--- src/hw/rtl/pot_average_range_tracker_unit_defines.svh ---
// ----------------------------------------------------------------------------
// Assertion macros for the pot average range tracker
// Concurrent checks clocked on clock and disabled in reset.
// ----------------------------------------------------------------------------
`ifndef POT_AVERAGE_RANGE_TRACKER_UNIT_DEFINES_SVH
`define POT_AVERAGE_RANGE_TRACKER_UNIT_DEFINES_SVH

// same-cycle implication
`define PART_ASSERT_NOW(label, ante, cons, msg) \
   label: assert property (@(posedge clock) disable iff (reset) (ante) |-> (cons)) \
      else $error(msg);

// next-cycle implication
`define PART_ASSERT_NEXT(label, ante, cons, msg) \
   label: assert property (@(posedge clock) disable iff (reset) (ante) |=> (cons)) \
      else $error(msg);

`endif

--- src/hw/rtl/part_pkg.sv ---
// ----------------------------------------------------------------------------
// Pot average range tracker package
// Field widths, constants, register indexes and controller types.
// ----------------------------------------------------------------------------
`default_nettype none

package part_pkg;

   localparam int SAMPLE_W  = 10;
   localparam int VALUE_W   = 14;
   localparam int AVG_W     = 10;
   localparam int SEED_W    = 8;
   localparam int CSR_IDX_W = 8;

   localparam int VALUE_NUM = 10230;
   localparam int VALUE_OFS = 10;
   localparam int LOW_RESET = 1023;

   localparam logic [CSR_IDX_W-1:0] REG_X_LOW  = 8'd0;
   localparam logic [CSR_IDX_W-1:0] REG_X_HIGH = 8'd1;
   localparam logic [CSR_IDX_W-1:0] REG_Y_LOW  = 8'd2;
   localparam logic [CSR_IDX_W-1:0] REG_Y_HIGH = 8'd3;

   localparam logic OP_SAMPLE  = 1'b0;
   localparam logic OP_RESTART = 1'b1;

   localparam logic AXIS_X = 1'b0;
   localparam logic AXIS_Y = 1'b1;

   typedef enum logic [3:0] {
      ST_IDLE,
      ST_SEED,
      ST_FETCH,
      ST_UPDATE,
      ST_AVG,
      ST_VAL_GO,
      ST_VAL_WAIT,
      ST_TRACK,
      ST_DONE
   } part_state_type;

   typedef struct packed {
      logic load_item;
      logic seed;
      logic fetch;
      logic ring_update;
      logic div_start;
      logic avg_load;
      logic value_load;
      logic track;
      logic out_load;
   } part_cmd_type;

   typedef struct packed {
      logic div_done;
      logic out_free;
   } part_status_type;

endpackage

`default_nettype wire

--- src/hw/rtl/part_ifs.sv ---
// ----------------------------------------------------------------------------
// Pot average range tracker channels
// Request, response and register write channels with valid/ready.
// ----------------------------------------------------------------------------
`default_nettype none

interface part_req_if;
   logic                          valid;
   logic                          ready;
   logic                          op;
   logic                          axis;
   logic [part_pkg::SAMPLE_W-1:0] sample;
   logic                          use_stored;

   modport source (output valid, output op, output axis, output sample,
                   output use_stored, input ready);
   modport sink   (input valid, input op, input axis, input sample,
                   input use_stored, output ready);
endinterface

interface part_rsp_if;
   logic                         valid;
   logic                         ready;
   logic                         axis_out;
   logic [part_pkg::VALUE_W-1:0] value;
   logic [part_pkg::VALUE_W-1:0] range_min;
   logic [part_pkg::VALUE_W-1:0] range_max;
   logic [part_pkg::VALUE_W-1:0] range_center;
   logic                         tracking;

   modport source (output valid, output axis_out, output value, output range_min,
                   output range_max, output range_center, output tracking,
                   input ready);
   modport sink   (input valid, input axis_out, input value, input range_min,
                   input range_max, input range_center, input tracking,
                   output ready);
endinterface

interface part_csr_if;
   logic                           valid;
   logic                           ready;
   logic [part_pkg::CSR_IDX_W-1:0] index;
   logic [part_pkg::SEED_W-1:0]    data;

   modport source (output valid, output index, output data, input ready);
   modport sink   (input valid, input index, input data, output ready);
endinterface

`default_nettype wire

--- src/hw/rtl/pot_average_range_tracker_unit.sv ---
// A restart word passes through the seed and done states; a sample word through
// fetch, update, average, divider start and wait (DIV_W = 14, the 10230 / average
// divider), track and done. One word in flight; the next word is accepted the
// cycle after the result registers, and done holds while the response side stalls.
// Reset: synchronous, active high; rings read as zero, ranges 1023/0, seeds 0.
// ----------------------------------------------------------------------------
// Pot average range tracker
// Per-axis moving average, reciprocal transform and min/max/center tracking.
// ----------------------------------------------------------------------------
`default_nettype none

module pot_average_range_tracker_unit #(
   parameter int WINDOW = 8
) (
   input  wire logic   clock,
   input  wire logic   reset,
   part_req_if.sink    req_if,
   part_rsp_if.source  rsp_if,
   part_csr_if.sink    csr_if
);

   part_pkg::part_cmd_type    cmd;
   part_pkg::part_status_type status;
   logic                      req_ready;

   assign req_if.ready = req_ready;
   assign csr_if.ready = 1'b1;

   part_ctrl u_ctrl (
      .clock     (clock),
      .reset     (reset),
      .req_valid (req_if.valid),
      .req_op    (req_if.op),
      .req_ready (req_ready),
      .status    (status),
      .cmd       (cmd)
   );

   part_datapath #(
      .WINDOW(WINDOW)
   ) u_datapath (
      .clock            (clock),
      .reset            (reset),
      .cmd              (cmd),
      .status           (status),
      .req_op           (req_if.op),
      .req_axis         (req_if.axis),
      .req_sample       (req_if.sample),
      .req_use_stored   (req_if.use_stored),
      .csr_write        (csr_if.valid),
      .csr_index        (csr_if.index),
      .csr_data         (csr_if.data),
      .rsp_valid        (rsp_if.valid),
      .rsp_ready        (rsp_if.ready),
      .rsp_axis_out     (rsp_if.axis_out),
      .rsp_value        (rsp_if.value),
      .rsp_range_min    (rsp_if.range_min),
      .rsp_range_max    (rsp_if.range_max),
      .rsp_range_center (rsp_if.range_center),
      .rsp_tracking     (rsp_if.tracking)
   );

endmodule

`default_nettype wire

--- src/hw/rtl/part_div.sv ---
// ----------------------------------------------------------------------------
// Iterative divider
// Restoring radix-2 unsigned divider, one quotient bit per cycle.
// ----------------------------------------------------------------------------
`default_nettype none

module part_div #(
   parameter int W = 16
) (
   input  wire logic         clock,
   input  wire logic         reset,
   input  wire logic         start,
   input  wire logic [W-1:0] dividend,
   input  wire logic [W-1:0] divisor,
   output logic              done,
   output logic [W-1:0]      quotient
);

   localparam int CW = $clog2(W + 1);

   logic          busy_ff, busy_in;
   logic          done_ff, done_in;
   logic [CW-1:0] cnt_ff, cnt_in;
   logic [W-1:0]  quo_ff, quo_in;
   logic [W-1:0]  rem_ff, rem_in;
   logic [W-1:0]  dsr_ff, dsr_in;
   logic [W:0]    shifted;
   logic [W+1:0]  diff;

   assign shifted = {rem_ff, quo_ff[W-1]};
   assign diff    = {1'b0, shifted} - {2'b00, dsr_ff};

   always_comb begin
      busy_in = busy_ff;
      done_in = 1'b0;
      cnt_in  = cnt_ff;
      quo_in  = quo_ff;
      rem_in  = rem_ff;
      dsr_in  = dsr_ff;
      if (start) begin
         busy_in = 1'b1;
         cnt_in  = CW'(W);
         quo_in  = dividend;
         rem_in  = '0;
         dsr_in  = divisor;
      end else if (busy_ff) begin
         cnt_in = cnt_ff - CW'(1);
         if (!diff[W+1]) begin
            rem_in = diff[W-1:0];
            quo_in = {quo_ff[W-2:0], 1'b1};
         end else begin
            rem_in = shifted[W-1:0];
            quo_in = {quo_ff[W-2:0], 1'b0};
         end
         if (cnt_ff == CW'(1)) begin
            busy_in = 1'b0;
            done_in = 1'b1;
         end
      end
   end

   always_ff @(posedge clock) begin
      if (reset) begin
         busy_ff <= 1'b0;
         done_ff <= 1'b0;
         cnt_ff  <= '0;
      end else begin
         busy_ff <= busy_in;
         done_ff <= done_in;
         cnt_ff  <= cnt_in;
      end
   end

   always_ff @(posedge clock) begin
      quo_ff <= quo_in;
      rem_ff <= rem_in;
      dsr_ff <= dsr_in;
   end

   assign done     = done_ff;
   assign quotient = quo_ff;

endmodule

`default_nettype wire

--- src/hw/rtl/part_ctrl.sv ---
// ----------------------------------------------------------------------------
// Pot average range tracker controller
// Sequences one word at a time through the datapath.
// ----------------------------------------------------------------------------
`default_nettype none

module part_ctrl (
   input  wire logic                      clock,
   input  wire logic                      reset,
   input  wire logic                      req_valid,
   input  wire logic                      req_op,
   output logic                           req_ready,
   input  wire part_pkg::part_status_type status,
   output part_pkg::part_cmd_type         cmd
);

   part_pkg::part_state_type state_ff, state_in;

   always_comb begin
      state_in = state_ff;
      case (state_ff)
         part_pkg::ST_IDLE: begin
            if (req_valid) begin
               state_in = (req_op == part_pkg::OP_RESTART) ? part_pkg::ST_SEED
                                                           : part_pkg::ST_FETCH;
            end
         end
         part_pkg::ST_SEED:     state_in = part_pkg::ST_DONE;
         part_pkg::ST_FETCH:    state_in = part_pkg::ST_UPDATE;
         part_pkg::ST_UPDATE:   state_in = part_pkg::ST_AVG;
         part_pkg::ST_AVG:      state_in = part_pkg::ST_VAL_GO;
         part_pkg::ST_VAL_GO:   state_in = part_pkg::ST_VAL_WAIT;
         part_pkg::ST_VAL_WAIT: begin
            if (status.div_done) state_in = part_pkg::ST_TRACK;
         end
         part_pkg::ST_TRACK:    state_in = part_pkg::ST_DONE;
         part_pkg::ST_DONE: begin
            if (status.out_free) state_in = part_pkg::ST_IDLE;
         end
         default:               state_in = part_pkg::ST_IDLE;
      endcase
   end

   always_comb begin
      cmd       = '0;
      req_ready = 1'b0;
      case (state_ff)
         part_pkg::ST_IDLE: begin
            req_ready     = 1'b1;
            cmd.load_item = req_valid;
         end
         part_pkg::ST_SEED:     cmd.seed = 1'b1;
         part_pkg::ST_FETCH:    cmd.fetch = 1'b1;
         part_pkg::ST_UPDATE:   cmd.ring_update = 1'b1;
         part_pkg::ST_AVG:      cmd.avg_load = 1'b1;
         part_pkg::ST_VAL_GO:   cmd.div_start = 1'b1;
         part_pkg::ST_VAL_WAIT: cmd.value_load = status.div_done;
         part_pkg::ST_TRACK:    cmd.track = 1'b1;
         part_pkg::ST_DONE:     cmd.out_load = status.out_free;
         default: begin
            cmd       = '0;
            req_ready = 1'b0;
         end
      endcase
   end

   always_ff @(posedge clock) begin
      if (reset) begin
         state_ff <= part_pkg::ST_IDLE;
      end else begin
         state_ff <= state_in;
      end
   end

endmodule

`default_nettype wire

--- src/hw/rtl/part_datapath.sv ---
// ----------------------------------------------------------------------------
// Pot average range tracker datapath
// Sample rings, running sums, reciprocal average, divider, range tracks,
// output register.
// ----------------------------------------------------------------------------
`default_nettype none
`include "pot_average_range_tracker_unit_defines.svh"

module part_datapath #(
   parameter int WINDOW = 8
) (
   input  wire logic                           clock,
   input  wire logic                           reset,
   input  wire part_pkg::part_cmd_type         cmd,
   output part_pkg::part_status_type           status,
   input  wire logic                           req_op,
   input  wire logic                           req_axis,
   input  wire logic [part_pkg::SAMPLE_W-1:0]  req_sample,
   input  wire logic                           req_use_stored,
   input  wire logic                           csr_write,
   input  wire logic [part_pkg::CSR_IDX_W-1:0] csr_index,
   input  wire logic [part_pkg::SEED_W-1:0]    csr_data,
   output logic                                rsp_valid,
   input  wire logic                           rsp_ready,
   output logic                                rsp_axis_out,
   output logic [part_pkg::VALUE_W-1:0]        rsp_value,
   output logic [part_pkg::VALUE_W-1:0]        rsp_range_min,
   output logic [part_pkg::VALUE_W-1:0]        rsp_range_max,
   output logic [part_pkg::VALUE_W-1:0]        rsp_range_center,
   output logic                                rsp_tracking
);

   localparam int SW_  = part_pkg::SAMPLE_W;
   localparam int VW   = part_pkg::VALUE_W;
   localparam int AVW  = part_pkg::AVG_W;
   localparam int SDW  = part_pkg::SEED_W;
   localparam int SUM_W = SW_ + $clog2(WINDOW);
   localparam int DIV_W = VW;
   localparam int DEPTH = 2 * WINDOW;
   localparam int AW    = $clog2(DEPTH);
   localparam int SLW   = (WINDOW > 1) ? $clog2(WINDOW) : 1;
   localparam int WCW   = $clog2(DEPTH + 1);

   // sum / WINDOW as (sum * RCP_M) >> RCP_SH, exact for every sum below 2**SUM_W
   localparam int RCP_SH = SUM_W + $clog2(WINDOW);
   localparam int RCP_M  = ((1 << RCP_SH) + WINDOW - 1) / WINDOW;
   localparam int PRD_W  = 2 * SUM_W;

   // latched word
   logic           op_ff, axis_ff, use_ff;
   logic [SW_-1:0] sample_ff;

   // seed registers
   logic [SDW-1:0] x_low_seed_ff, x_high_seed_ff, y_low_seed_ff, y_high_seed_ff;
   logic [SDW-1:0] x_low_seed_in, x_high_seed_in, y_low_seed_in, y_high_seed_in;

   // sample rings, both axes in one memory
   logic [SW_-1:0]   ring_mem [DEPTH];
   logic [DEPTH-1:0] ring_vld_ff, ring_vld_in;
   logic [SW_-1:0]   rd_data_ff;
   logic             rd_vld_ff;
   logic [AW-1:0]    addr;
   logic [SW_-1:0]   old_sample;

   logic [SLW-1:0]   slot_ff [2];
   logic [SLW-1:0]   slot_in [2];
   logic [SUM_W-1:0] sum_ff  [2];
   logic [SUM_W-1:0] sum_in  [2];

   logic [VW-1:0] low_ff    [2];
   logic [VW-1:0] low_in    [2];
   logic [VW-1:0] high_ff   [2];
   logic [VW-1:0] high_in   [2];
   logic [VW-1:0] center_ff [2];
   logic [VW-1:0] center_in [2];
   logic [VW-1:0] low_new, high_new;
   logic [VW:0]   mid_sum;

   logic [WCW-1:0] warm_ff, warm_in;
   logic           track_on_ff, track_on_in;

   logic [PRD_W-1:0] avg_prod;
   logic [AVW-1:0]   avg_raw;
   logic [AVW-1:0]   avg_ff, avg_in;
   logic [VW-1:0]    value_ff, value_in;

   logic [DIV_W-1:0] div_dividend, div_divisor, div_quotient;
   logic             div_done;

   logic          rsp_valid_ff, rsp_valid_in;
   logic          out_axis_ff;
   logic [VW-1:0] out_value_ff, out_min_ff, out_max_ff, out_center_ff;
   logic          out_tracking_ff;
   logic          out_free;

   assign addr = axis_ff ? (AW'(WINDOW) + AW'(slot_ff[axis_ff])) : AW'(slot_ff[axis_ff]);
   assign old_sample = rd_vld_ff ? rd_data_ff : '0;

   assign avg_prod = PRD_W'(sum_ff[axis_ff]) * PRD_W'(RCP_M);
   assign avg_raw  = avg_prod[RCP_SH +: AVW];

   assign div_dividend = DIV_W'(part_pkg::VALUE_NUM);
   assign div_divisor  = DIV_W'(avg_ff);

   part_div #(
      .W(DIV_W)
   ) u_div (
      .clock    (clock),
      .reset    (reset),
      .start    (cmd.div_start),
      .dividend (div_dividend),
      .divisor  (div_divisor),
      .done     (div_done),
      .quotient (div_quotient)
   );

   assign out_free        = !rsp_valid_ff || rsp_ready;
   assign status.div_done = div_done;
   assign status.out_free = out_free;

   assign low_new  = (value_ff < low_ff[axis_ff])  ? value_ff : low_ff[axis_ff];
   assign high_new = (value_ff > high_ff[axis_ff]) ? value_ff : high_ff[axis_ff];
   assign mid_sum  = {1'b0, low_new} + {1'b0, high_new};

   always_comb begin
      x_low_seed_in  = x_low_seed_ff;
      x_high_seed_in = x_high_seed_ff;
      y_low_seed_in  = y_low_seed_ff;
      y_high_seed_in = y_high_seed_ff;
      if (csr_write) begin
         case (csr_index)
            part_pkg::REG_X_LOW:  x_low_seed_in  = csr_data;
            part_pkg::REG_X_HIGH: x_high_seed_in = csr_data;
            part_pkg::REG_Y_LOW:  y_low_seed_in  = csr_data;
            part_pkg::REG_Y_HIGH: y_high_seed_in = csr_data;
            default: ;
         endcase
      end
   end

   always_comb begin
      ring_vld_in = ring_vld_ff;
      slot_in     = slot_ff;
      sum_in      = sum_ff;
      low_in      = low_ff;
      high_in     = high_ff;
      center_in   = center_ff;
      warm_in     = warm_ff;
      track_on_in = track_on_ff;
      if (cmd.fetch && (axis_ff == part_pkg::AXIS_X)) begin
         if (warm_ff >= WCW'(DEPTH)) begin
            warm_in     = '0;
            track_on_in = 1'b1;
         end else begin
            warm_in = warm_ff + WCW'(1);
         end
      end
      if (cmd.ring_update) begin
         ring_vld_in[addr] = 1'b1;
         slot_in[axis_ff]  = (slot_ff[axis_ff] == SLW'(WINDOW - 1)) ? '0
                                                                    : slot_ff[axis_ff] + SLW'(1);
         sum_in[axis_ff]   = sum_ff[axis_ff] - SUM_W'(old_sample) + SUM_W'(sample_ff);
      end
      if (cmd.seed) begin
         if (use_ff) begin
            low_in[part_pkg::AXIS_X]  = VW'(x_low_seed_ff);
            high_in[part_pkg::AXIS_X] = VW'(x_high_seed_ff);
            low_in[part_pkg::AXIS_Y]  = VW'(y_low_seed_ff);
            high_in[part_pkg::AXIS_Y] = VW'(y_high_seed_ff);
         end else begin
            low_in[part_pkg::AXIS_X]  = VW'(part_pkg::LOW_RESET);
            high_in[part_pkg::AXIS_X] = '0;
            low_in[part_pkg::AXIS_Y]  = VW'(part_pkg::LOW_RESET);
            high_in[part_pkg::AXIS_Y] = '0;
         end
      end
      if (cmd.track && track_on_ff) begin
         low_in[axis_ff]    = low_new;
         high_in[axis_ff]   = high_new;
         center_in[axis_ff] = mid_sum[VW:1];
      end
   end

   always_comb begin
      avg_in   = avg_ff;
      value_in = value_ff;
      if (cmd.avg_load) begin
         avg_in = (avg_raw == '0) ? AVW'(1) : avg_raw;
      end
      if (cmd.value_load) begin
         value_in = div_quotient[VW-1:0] + VW'(part_pkg::VALUE_OFS);
      end
   end

   always_comb begin
      rsp_valid_in = rsp_valid_ff;
      if (cmd.out_load) begin
         rsp_valid_in = 1'b1;
      end else if (rsp_ready) begin
         rsp_valid_in = 1'b0;
      end
   end

   always_ff @(posedge clock) begin
      if (reset) begin
         x_low_seed_ff  <= '0;
         x_high_seed_ff <= '0;
         y_low_seed_ff  <= '0;
         y_high_seed_ff <= '0;
         ring_vld_ff    <= '0;
         slot_ff        <= '{default: '0};
         sum_ff         <= '{default: '0};
         low_ff         <= '{default: VW'(part_pkg::LOW_RESET)};
         high_ff        <= '{default: '0};
         center_ff      <= '{default: '0};
         warm_ff        <= '0;
         track_on_ff    <= 1'b0;
         rsp_valid_ff   <= 1'b0;
      end else begin
         x_low_seed_ff  <= x_low_seed_in;
         x_high_seed_ff <= x_high_seed_in;
         y_low_seed_ff  <= y_low_seed_in;
         y_high_seed_ff <= y_high_seed_in;
         ring_vld_ff    <= ring_vld_in;
         slot_ff        <= slot_in;
         sum_ff         <= sum_in;
         low_ff         <= low_in;
         high_ff        <= high_in;
         center_ff      <= center_in;
         warm_ff        <= warm_in;
         track_on_ff    <= track_on_in;
         rsp_valid_ff   <= rsp_valid_in;
      end
   end

   always_ff @(posedge clock) begin
      if (cmd.ring_update) begin
         ring_mem[addr] <= sample_ff;
      end
      if (cmd.fetch) begin
         rd_data_ff <= ring_mem[addr];
         rd_vld_ff  <= ring_vld_ff[addr];
      end
   end

   always_ff @(posedge clock) begin
      avg_ff   <= avg_in;
      value_ff <= value_in;
      if (cmd.load_item) begin
         op_ff     <= req_op;
         axis_ff   <= req_axis;
         sample_ff <= req_sample;
         use_ff    <= req_use_stored;
      end
      if (cmd.out_load) begin
         out_axis_ff     <= axis_ff;
         out_value_ff    <= (op_ff == part_pkg::OP_RESTART) ? '0 : value_ff;
         out_min_ff      <= low_ff[axis_ff];
         out_max_ff      <= high_ff[axis_ff];
         out_center_ff   <= center_ff[axis_ff];
         out_tracking_ff <= track_on_ff;
      end
   end

   assign rsp_valid        = rsp_valid_ff;
   assign rsp_axis_out     = out_axis_ff;
   assign rsp_value        = out_value_ff;
   assign rsp_range_min    = out_min_ff;
   assign rsp_range_max    = out_max_ff;
   assign rsp_range_center = out_center_ff;
   assign rsp_tracking     = out_tracking_ff;

   `PART_ASSERT_NEXT(a_value_range, cmd.value_load,
      (value_ff >= VW'(20)) && (value_ff <= VW'(10240)), "value out of range")
   `PART_ASSERT_NEXT(a_avg_nonzero, cmd.avg_load, avg_ff != '0, "zero average")
   `PART_ASSERT_NEXT(a_track_sticky, track_on_ff, track_on_ff, "tracking dropped")
   `PART_ASSERT_NOW(a_out_free, cmd.out_load, out_free, "output word overwritten")

endmodule

`default_nettype wire

--- src/flat_wrapper.sv ---
// flat-port wrapper written by rule: the top's interface ports become plain ports
module pot_average_range_tracker_unit_flat 
#(
   parameter int WINDOW = 8
)
  (clock, reset, req_if_valid, req_if_op, req_if_axis, req_if_sample, req_if_use_stored, req_if_ready, rsp_if_valid, rsp_if_axis_out, rsp_if_value, rsp_if_range_min, rsp_if_range_max, rsp_if_range_center, rsp_if_tracking, rsp_if_ready, csr_if_valid, csr_if_index, csr_if_data, csr_if_ready);
  part_req_if req_if_i ();
  part_rsp_if rsp_if_i ();
  part_csr_if csr_if_i ();
  input  wire logic clock;
  input  wire logic reset;
  input wire logic [$bits(req_if_i.valid)-1:0] req_if_valid;
  input wire logic [$bits(req_if_i.op)-1:0] req_if_op;
  input wire logic [$bits(req_if_i.axis)-1:0] req_if_axis;
  input wire logic [$bits(req_if_i.sample)-1:0] req_if_sample;
  input wire logic [$bits(req_if_i.use_stored)-1:0] req_if_use_stored;
  output wire logic [$bits(req_if_i.ready)-1:0] req_if_ready;
  output wire logic [$bits(rsp_if_i.valid)-1:0] rsp_if_valid;
  output wire logic [$bits(rsp_if_i.axis_out)-1:0] rsp_if_axis_out;
  output wire logic [$bits(rsp_if_i.value)-1:0] rsp_if_value;
  output wire logic [$bits(rsp_if_i.range_min)-1:0] rsp_if_range_min;
  output wire logic [$bits(rsp_if_i.range_max)-1:0] rsp_if_range_max;
  output wire logic [$bits(rsp_if_i.range_center)-1:0] rsp_if_range_center;
  output wire logic [$bits(rsp_if_i.tracking)-1:0] rsp_if_tracking;
  input wire logic [$bits(rsp_if_i.ready)-1:0] rsp_if_ready;
  input wire logic [$bits(csr_if_i.valid)-1:0] csr_if_valid;
  input wire logic [$bits(csr_if_i.index)-1:0] csr_if_index;
  input wire logic [$bits(csr_if_i.data)-1:0] csr_if_data;
  output wire logic [$bits(csr_if_i.ready)-1:0] csr_if_ready;
  assign req_if_i.valid = req_if_valid;
  assign req_if_i.op = req_if_op;
  assign req_if_i.axis = req_if_axis;
  assign req_if_i.sample = req_if_sample;
  assign req_if_i.use_stored = req_if_use_stored;
  assign req_if_ready = req_if_i.ready;
  assign rsp_if_valid = rsp_if_i.valid;
  assign rsp_if_axis_out = rsp_if_i.axis_out;
  assign rsp_if_value = rsp_if_i.value;
  assign rsp_if_range_min = rsp_if_i.range_min;
  assign rsp_if_range_max = rsp_if_i.range_max;
  assign rsp_if_range_center = rsp_if_i.range_center;
  assign rsp_if_tracking = rsp_if_i.tracking;
  assign rsp_if_i.ready = rsp_if_ready;
  assign csr_if_i.valid = csr_if_valid;
  assign csr_if_i.index = csr_if_index;
  assign csr_if_i.data = csr_if_data;
  assign csr_if_ready = csr_if_i.ready;
  pot_average_range_tracker_unit #(.WINDOW(WINDOW)) u_core (.clock(clock), .reset(reset), .req_if(req_if_i), .rsp_if(rsp_if_i), .csr_if(csr_if_i));
endmodule
--- config.mk ---
export PLATFORM = sky130hd
export DESIGN_NAME = pot_average_range_tracker_unit_flat
export DESIGN_NICKNAME = d
export VERILOG_FILES = /design/src/hw/rtl/part_pkg.sv /design/src/hw/rtl/part_ifs.sv /design/src/hw/rtl/pot_average_range_tracker_unit.sv /design/src/hw/rtl/part_div.sv /design/src/hw/rtl/part_ctrl.sv /design/src/hw/rtl/part_datapath.sv /design/src/flat_wrapper.sv
export VERILOG_INCLUDE_DIRS = /design/src /design/src/hw/rtl
export SDC_FILE = /design/constraint.sdc
export NUM_CORES = 1
export LEC_CHECK = 0
export BUFFER_PORTS_ARGS = -buffer_cell sky130_fd_sc_hd__buf_2
export CORE_MARGIN = 2
export CORE_UTILIZATION = 30
export CTS_BUF_LIST = sky130_fd_sc_hd__clkbuf_8
export CTS_CLUSTER_SIZE = 30
export DETAILED_ROUTE_END_ITERATION = 7
export GPL_TIMING_DRIVEN = 0
export PLACE_DENSITY_LB_ADDON = 0.25
export SLEW_MARGIN = 20
export SYNTH_ARGS = -nofsm -noshare
export SYNTH_HDL_FRONTEND = slang
export SYNTH_HIERARCHICAL = 1
export SYNTH_SLANG_ARGS = --single-unit
--- constraint.sdc ---
create_clock -name clock -period 5.2 [get_ports clock]
set_input_delay 1.04 -clock clock [delete_from_list [all_inputs] [get_ports clock]]
set_output_delay 1.04 -clock clock [all_outputs]
set_load 0.02 [all_outputs]
# Yosys cells after proc, flatten, opt, wreduce, memory -nomap -nowiden
# Memories as Yosys holds them, arrays and structs flattened. A register that Yosys moved wholly into a read port is not among the register bits.
# Cells that the tools add are included.
dict set report totals {
  reg_bits 315
  ramBits 160
  in_bits 34
  output_inout_bits 61
  wordCells 165
  n_memories 1
}
# name words word_bits rd rd_clocked_by_memory_dff write_ports line_no
set mem_list {}
lappend mem_list {u_core.u_datapath.ring_mem 16 10 1 1 1 part_datapath.sv:58} ;# logic [SW_-1:0] ring_mem [DEPTH];
dict set report classes {
  addsub 9
  n_lt_le_gt_ge 7
  n_eq_ne 16
  muxes 69
  bitwise_logic 4
  n_reduce_logical 20
}
# op n
set ops {}
lappend ops {{$mux W14} 13}
lappend ops {{$mux W28} 4}
lappend ops {{$bwmux W28} 3}
lappend ops {{$mux W13} 4}
lappend ops {{$pmux W4 S8} 1}
lappend ops {{$bwmux W26} 1}
lappend ops {{$mux W24} 1}
lappend ops {{$mux W4} 6}
lappend ops {{$mux W22} 1}
lappend ops {{$mux W1} 21}
lappend ops {{$eq A4 B3 Y1 const B} 4}
lappend ops {{$eq A8 B2 Y1 const B} 2}
lappend ops {{$or A16 B16 Y16} 1}
lappend ops {{$sub A15 B10 Y16} 1}
lappend ops {{$add A14 B14 Y15} 1}
lappend ops {{$mux W3} 5}
lappend ops {{$add A14 B4 Y14 const B} 1}
lappend ops {{$demux W14 S1} 1}
lappend ops {{$gt A14 B14 Y1} 1}
lappend ops {{$lt A14 B14 Y1} 1}
lappend ops {{$add A13 B10 Y13} 1}
lappend ops {{$demux W13 S1} 1}
lappend ops {{$sub A13 B10 Y13} 1}
lappend ops {{$logic_not A10 Y1} 1}
lappend ops {{other kinds (34)} 48}

# Depth between registers and ports, before layout
dict set report depth {
  ltp_word 11
  mapped_depth 24
  mapped_depth_nobuf 20
}

# Hierarchy
# The synthesis kept the hierarchy.
# mod n_inst cells_each area_per_inst_um2 seq_area_each_um2
set modules_own_cells {}
lappend modules_own_cells {part_datapath 1 1673 19785.2 11410.9}
lappend modules_own_cells {part_div 1 248 2620.0 1241.2}
lappend modules_own_cells {part_ctrl 1 44 350.3 80.1}
lappend modules_own_cells {pot_average_range_tracker_unit 1 2 11.3 0.0}

# Least setup slack after synthesis
# Ideal clock, no wire load.
dict set report synth_path {
  kind {register to register}
  start {register u_core.u_datapath.axis_ff}
  end {register u_core/u_datapath/center_ff[13] in the netlist's numbering}
  setup_ps 133
  t_arrival_ps 5307
  t_required_ps 5067
  setup_slack_ps -240
  path_stages_with_launch 25
  path_buffers 4
  period_less_slack_ps 5440
  cell_sequence {edfxtp_1 -> buf_6 -> clkbuf_1 -> buf_1 -> mux2_2 -> inv_1 -> ha_1 -> nand4_1 -> o21bai_1 -> a31oi_1 -> o21bai_1 -> a21oi_1 -> clkbuf_1 -> mux2i_1 -> inv_1 -> ha_1 -> nor2b_1 -> o21ai_0 -> a21boi_0 -> o21ai_0 -> a21boi_0 -> o2111ai_1 -> nand3_1 -> a2111oi_0 -> nor3_1}
}
dict set report synth_via {
  elab_chain_len 8
  word_cells_on_any_way 18
  classes_between {add/sub: 1; order compare: 4; mux: 11; bitwise: 1; reduce/logical: 1}
}
# item line_no
set synth_lines {}
lappend synth_lines {{start: declaration} part_datapath.sv:50} ;# logic op_ff, axis_ff, use_ff;
lappend synth_lines {{start signal: assignment} part_datapath.sv:251} ;# axis_ff <= req_axis;
lappend synth_lines {{$not A1 Y2 (implied by the code) (*)} {part_datapath.sv:121, part_datapath.sv:122, part_datapath.sv:180}}
lappend synth_lines {{$mux W14 (on tied branches) (3 in series)} {part_datapath.sv:121, part_datapath.sv:122}}
lappend synth_lines {{$lt A14 B14 Y1 / $gt A14 B14 Y1 (equally long branches)} {part_datapath.sv:121, part_datapath.sv:122}}
lappend synth_lines {{$mux W14 (on tied branches)} {part_datapath.sv:121, part_datapath.sv:122}}
lappend synth_lines {{$add A14 B14 Y15} part_datapath.sv:123} ;# assign mid_sum = {1'b0, low_new} + {1'b0, high_new};
lappend synth_lines {{$bwmux W28 (*)} part_datapath.sv:180} ;# center_in[axis_ff] = mid_sum[VW:1];
lappend synth_lines {{end signal: assignment} part_datapath.sv:229} ;# center_ff <= center_in;
lappend synth_lines {{end: declaration} part_datapath.sv:74} ;# logic [VW-1:0] center_ff [2];
# Every way passes the cells marked *; elsewhere a longest branch is shown, timed or not. The select of a mux whose other input is x is not followed.
# A chain may end at the register's enable or synchronous reset.

# Worst setup path after layout
dict set report layout_path {
  start {register u_core.u_datapath.axis_ff}
  end {register u_core/u_datapath/center_ff[12] in the netlist's numbering}
}
# The elaborated chain is that of the path after synthesis.

==> key figures <==
Synthesis
  • Post-Syn Instances: between 1,500 and 2,000
  • Post-synth EDFFs: 294
  • Post-synth top cells: 294 x edfxtp_1, 195 x dfxtp_1, 181 x nor2_1
  • Synthesized area: about 23,000 um2
  • Synth top area cells: edfxtp_1 39%, dfxtp_1 17%, mux2i_1 6.3%, ha_1 4.3%, mux2_2 3.1%
  • Post-synth top flop: edfxtp_1
  • Synth cell types: 75
  • Synth area leader: edfxtp_1
  • Seq/Total Area, Yosys: 0.5592
  • Ys async rst share: 0
  • Syn avg cell area: 11.57 um2
  • #FFs+latches synth: between 400 and 500
  • YS warnings: 6
  • Most common cell in the netlist: edfxtp_1
  • Share of the synthesized area in the top cell type: 0.3878

Floorplan
  • Starting density of the core: 0.3013
  • Die H: between 200 and 300 um
  • Die width: around 280 um
  • # IOs: 95
  • Site Rows: between 100 and 150
  • Die area: approximately 78,000 um2
  • Core region area: 75,570 um2

Drt
  • Final Routed Wirelength: about 63,000 um
  • 1st-iter DRT viols: approximately 1,100
  • Vias per inst: roughly 4.9
  • WL per Instance: around 19 um
  • Post-route ant nets: 0
  • TritonRoute pass-1 iters: 5
  • Via count: approximately 16,000
  • # DRC: 0

Critical path
  • CP Cell Sequence: buf_6, buf_8, buf_6, mux2_2, inv_1, ha_1, nor2b_2, o21bai_4, a31oi_4, o21bai_4, a21oi_2, buf_8, mux2i_4, inv_2, ha_4, nand2_1, or4_4, nor3_4, a31oi_4, or4_1, a31oi_1
  • CP arrival: approximately 5.7 ns
  • Max stage delay on crit path: 0.50 ns
  • Critical path capture point type: flip-flop
  • Nature of the critical path startpoint: flip-flop
  • Crit Path Max Fanout: 10
  • Highest-delay cell along the critical path: or4_1
  • Bufs and invs on worst path: 6
  • Top delay family on crit path: simple AND/OR/NAND/NOR gates
  • Crit. path cell count: 21
  • Crit path required time: a little under 6 ns
  • Critical path class: flip-flop to flip-flop
  • Worst R2R Path Depth: 21

Finish
  • Register area: between 10,000 and 15,000 um2
  • Multi-input logic area: roughly 9600 um2
  • Post-Layout Cell Count: between 3,000 and 4,000
  • Layout area overhead: 18.09%
  • Share of cells above drive strength 1: 0.1796
  • Fin util: 0.3558
  • Filler Cell Count: around 7,500
  • Nets: roughly 2,300

Timing
  • Post-route setup TNS: 0 ns
  • Endpoints failing hold: 0
  • Crit path setup slack, layout: around 0.099 ns
  • Fin Hold WS: approximately 0.42 ns
  • Worst slew pin tran: roughly 1.1 ns
  • Slew Viols, Final: 0
  • Fin crit share: 0.9809
  • RSZ-0062 raised after global routing: yes
  • Worst slew margin: 0.2558
  • # setup viols final: 0
  • Fmax: around 200 MHz
  • Tmin final: 5.101 ns
  • Clk_skew: about 0.038 ns

Clocking
  • Root buf cell: clkbuf_8
  • Max H-tree Level: 3
  • Max clock buf depth: 3
  • Hold buffer count at CTS: 0
  • TritonCTS sink count: between 400 and 500
  • Number of CTS-inserted buffers: 84
  • Clk Latency, worst-skew pair: around 0.7 ns
  • Clock transition at path regs: around 0.060 ns
  • CTS tree: yes

Global route
  • Total track usage: 0.1599
  • Vias in the first global route: 15,974
  • Largest net degree at the start of global routing: 50
  • Total grt overflow: 0
  • Initial antenna violation count: 2
  • First-pass GRT wire length: 95,100 um

Status
  • Status: finished clean

Place
  • Buffers on Ports: 93
  • Placed cells: between 3,000 and 4,000
  • Routability cong.: 0.8779
  • Place WS: -1.869 ns
  • Post-DP HPWL: 44,200 um

Pwr
  • PD cells: roughly 330 nW/um2
  • Static leakage: 10.56 nW
  • Worst vdd ir: 0.2436 mV

Min path
  • Hold path cells: 0
  • Hold Crit Class: flip-flop to flip-flop

Flow run
  • Number of max-cap violations: 0
## sequential cells by signal, indices dropped and copies added, names as in the netlist, 10 cells and up
name	count
u_core/u_datapath/avg_ff	10
u_core/u_datapath/rsp_range_min	14
u_core/u_datapath/rd_data_ff	10
u_core/u_datapath/low_ff	28
u_core/u_datapath/rsp_range_center	14
u_core/u_datapath/ring_vld_ff	16
u_core/u_datapath/u_div/dsr_ff	14
u_core/u_datapath/value_ff	14
u_core/u_datapath/u_div/quotient	14
u_core/u_datapath/sum_ff	26
u_core/u_datapath/high_ff	28
u_core/u_datapath/ring_mem	160
u_core/u_datapath/u_div/rem_ff	14
u_core/u_datapath/sample_ff	10
u_core/u_datapath/rsp_value	14
u_core/u_datapath/center_ff	28
u_core/u_datapath/rsp_range_max	14
## cell type report
class | count | area share
sequential | 489 | 0.4736
multi-input combinational | 1264 | 0.3561
clock buffer | 91 | 0.04658
tap | 978 | 0.04551
timing repair buffer | 130 | 0.02839
buffer | 104 | 0.01913
inverter | 126 | 0.01759
clock inverter | 62 | 0.01303
antenna | 1 | 0.00009308
## worst paths after layout
kind | startpoint | to | slack [ns]
max | u_core/u_datapath/axis_ff | u_core/u_datapath/center_ff[12] | 0.1
min | u_core/u_datapath/avg_ff[3] | u_core/u_datapath/u_div/dsr_ff[3] | 0.42
max reg2reg | u_core/u_datapath/axis_ff | u_core/u_datapath/center_ff[12] | 0.1
min reg2reg | u_core/u_datapath/avg_ff[3] | u_core/u_datapath/u_div/dsr_ff[3] | 0.42
## routing by layer
metal	GRT usage	share of wire	vias to the layer above	wire length, um
met4	0.06047	0.031	0	1949
met1	0.2110	0.45	7837	28260
li1	-	-	7593	-
met5	0	0	-	0
met2	0.2570	0.46	505	29230
met3	0.03486	0.057	126	3600
## repair_timing
| item | 4_1_cts | 5_1_grt |
|---|---|---|
| resized for setup | 64 | 37 |
| pin swaps | 7 | 14 |
| buffers inserted | 10 | 24 |
| endpoints found under the hold margin | 0 | 0 |
| setup endpoints to repair | 40 | 18 |
## cells by family (layout without fill, tap and decap cells)
group / count (synthesis) / after routing / synth area share
simple gates: 554 / 554 / 0.1189
flops: 489 / 489 / 0.5592
compound gates: 340 / 340 / 0.09848
buf+inv: 230 / 513 / 0.04078
mux: 229 / 229 / 0.1164
fa+ha+maj: 90 / 90 / 0.05342
xor+xnor: 32 / 32 / 0.01231
other cells: 3 / 20 / 0.0004946
## placed cells by master, fill, tap and decap left out, types with 8 or more instances in the layout
cell type,instances
clkinv_1,12
inv_1,162
clkbuf_8,93
nor2_1,180
nor2b_1,37
a311oi_1,28
nand2_1,142
mux4_2,22
fa_1,12
o31ai_1,8
xnor2_1,27
mux2i_1,136
buf_1,11
dfxtp_1,195
o21ai_1,9
a21oi_2,8
nand2b_1,8
nand4_1,10
a211o_1,19
a211oi_1,26
o21ai_0,45
buf_2,94
mux2_2,56
conb_1,19
nor3b_1,24
buf_4,43
edfxtp_1,294
nor3_1,25
a21o_1,12
and2_1,20
nand3b_1,28
clkbuf_1,74
nand3_1,23
ha_1,75
a21oi_1,121
and3_1,14
## where the power goes
part	internal, mW	switching [mW]	leakage [nW]
Combinational	0.438	0.669	5.37
Clock	1.73	1.62	0.957
Sequential	4.24	0.109	4.23
Total	6.40	2.39	10.6
## metrics by stage
step	cell area [um2]	total power, mW
after floorplan	22830	5.169
after global placement	24520	5.461
after detailed placement	24580	5.500
after CTS	26510	8.890
after global routing	26890	9.201
final	26890	8.797
No activity file was read; power rests on OpenSTA's default activity.
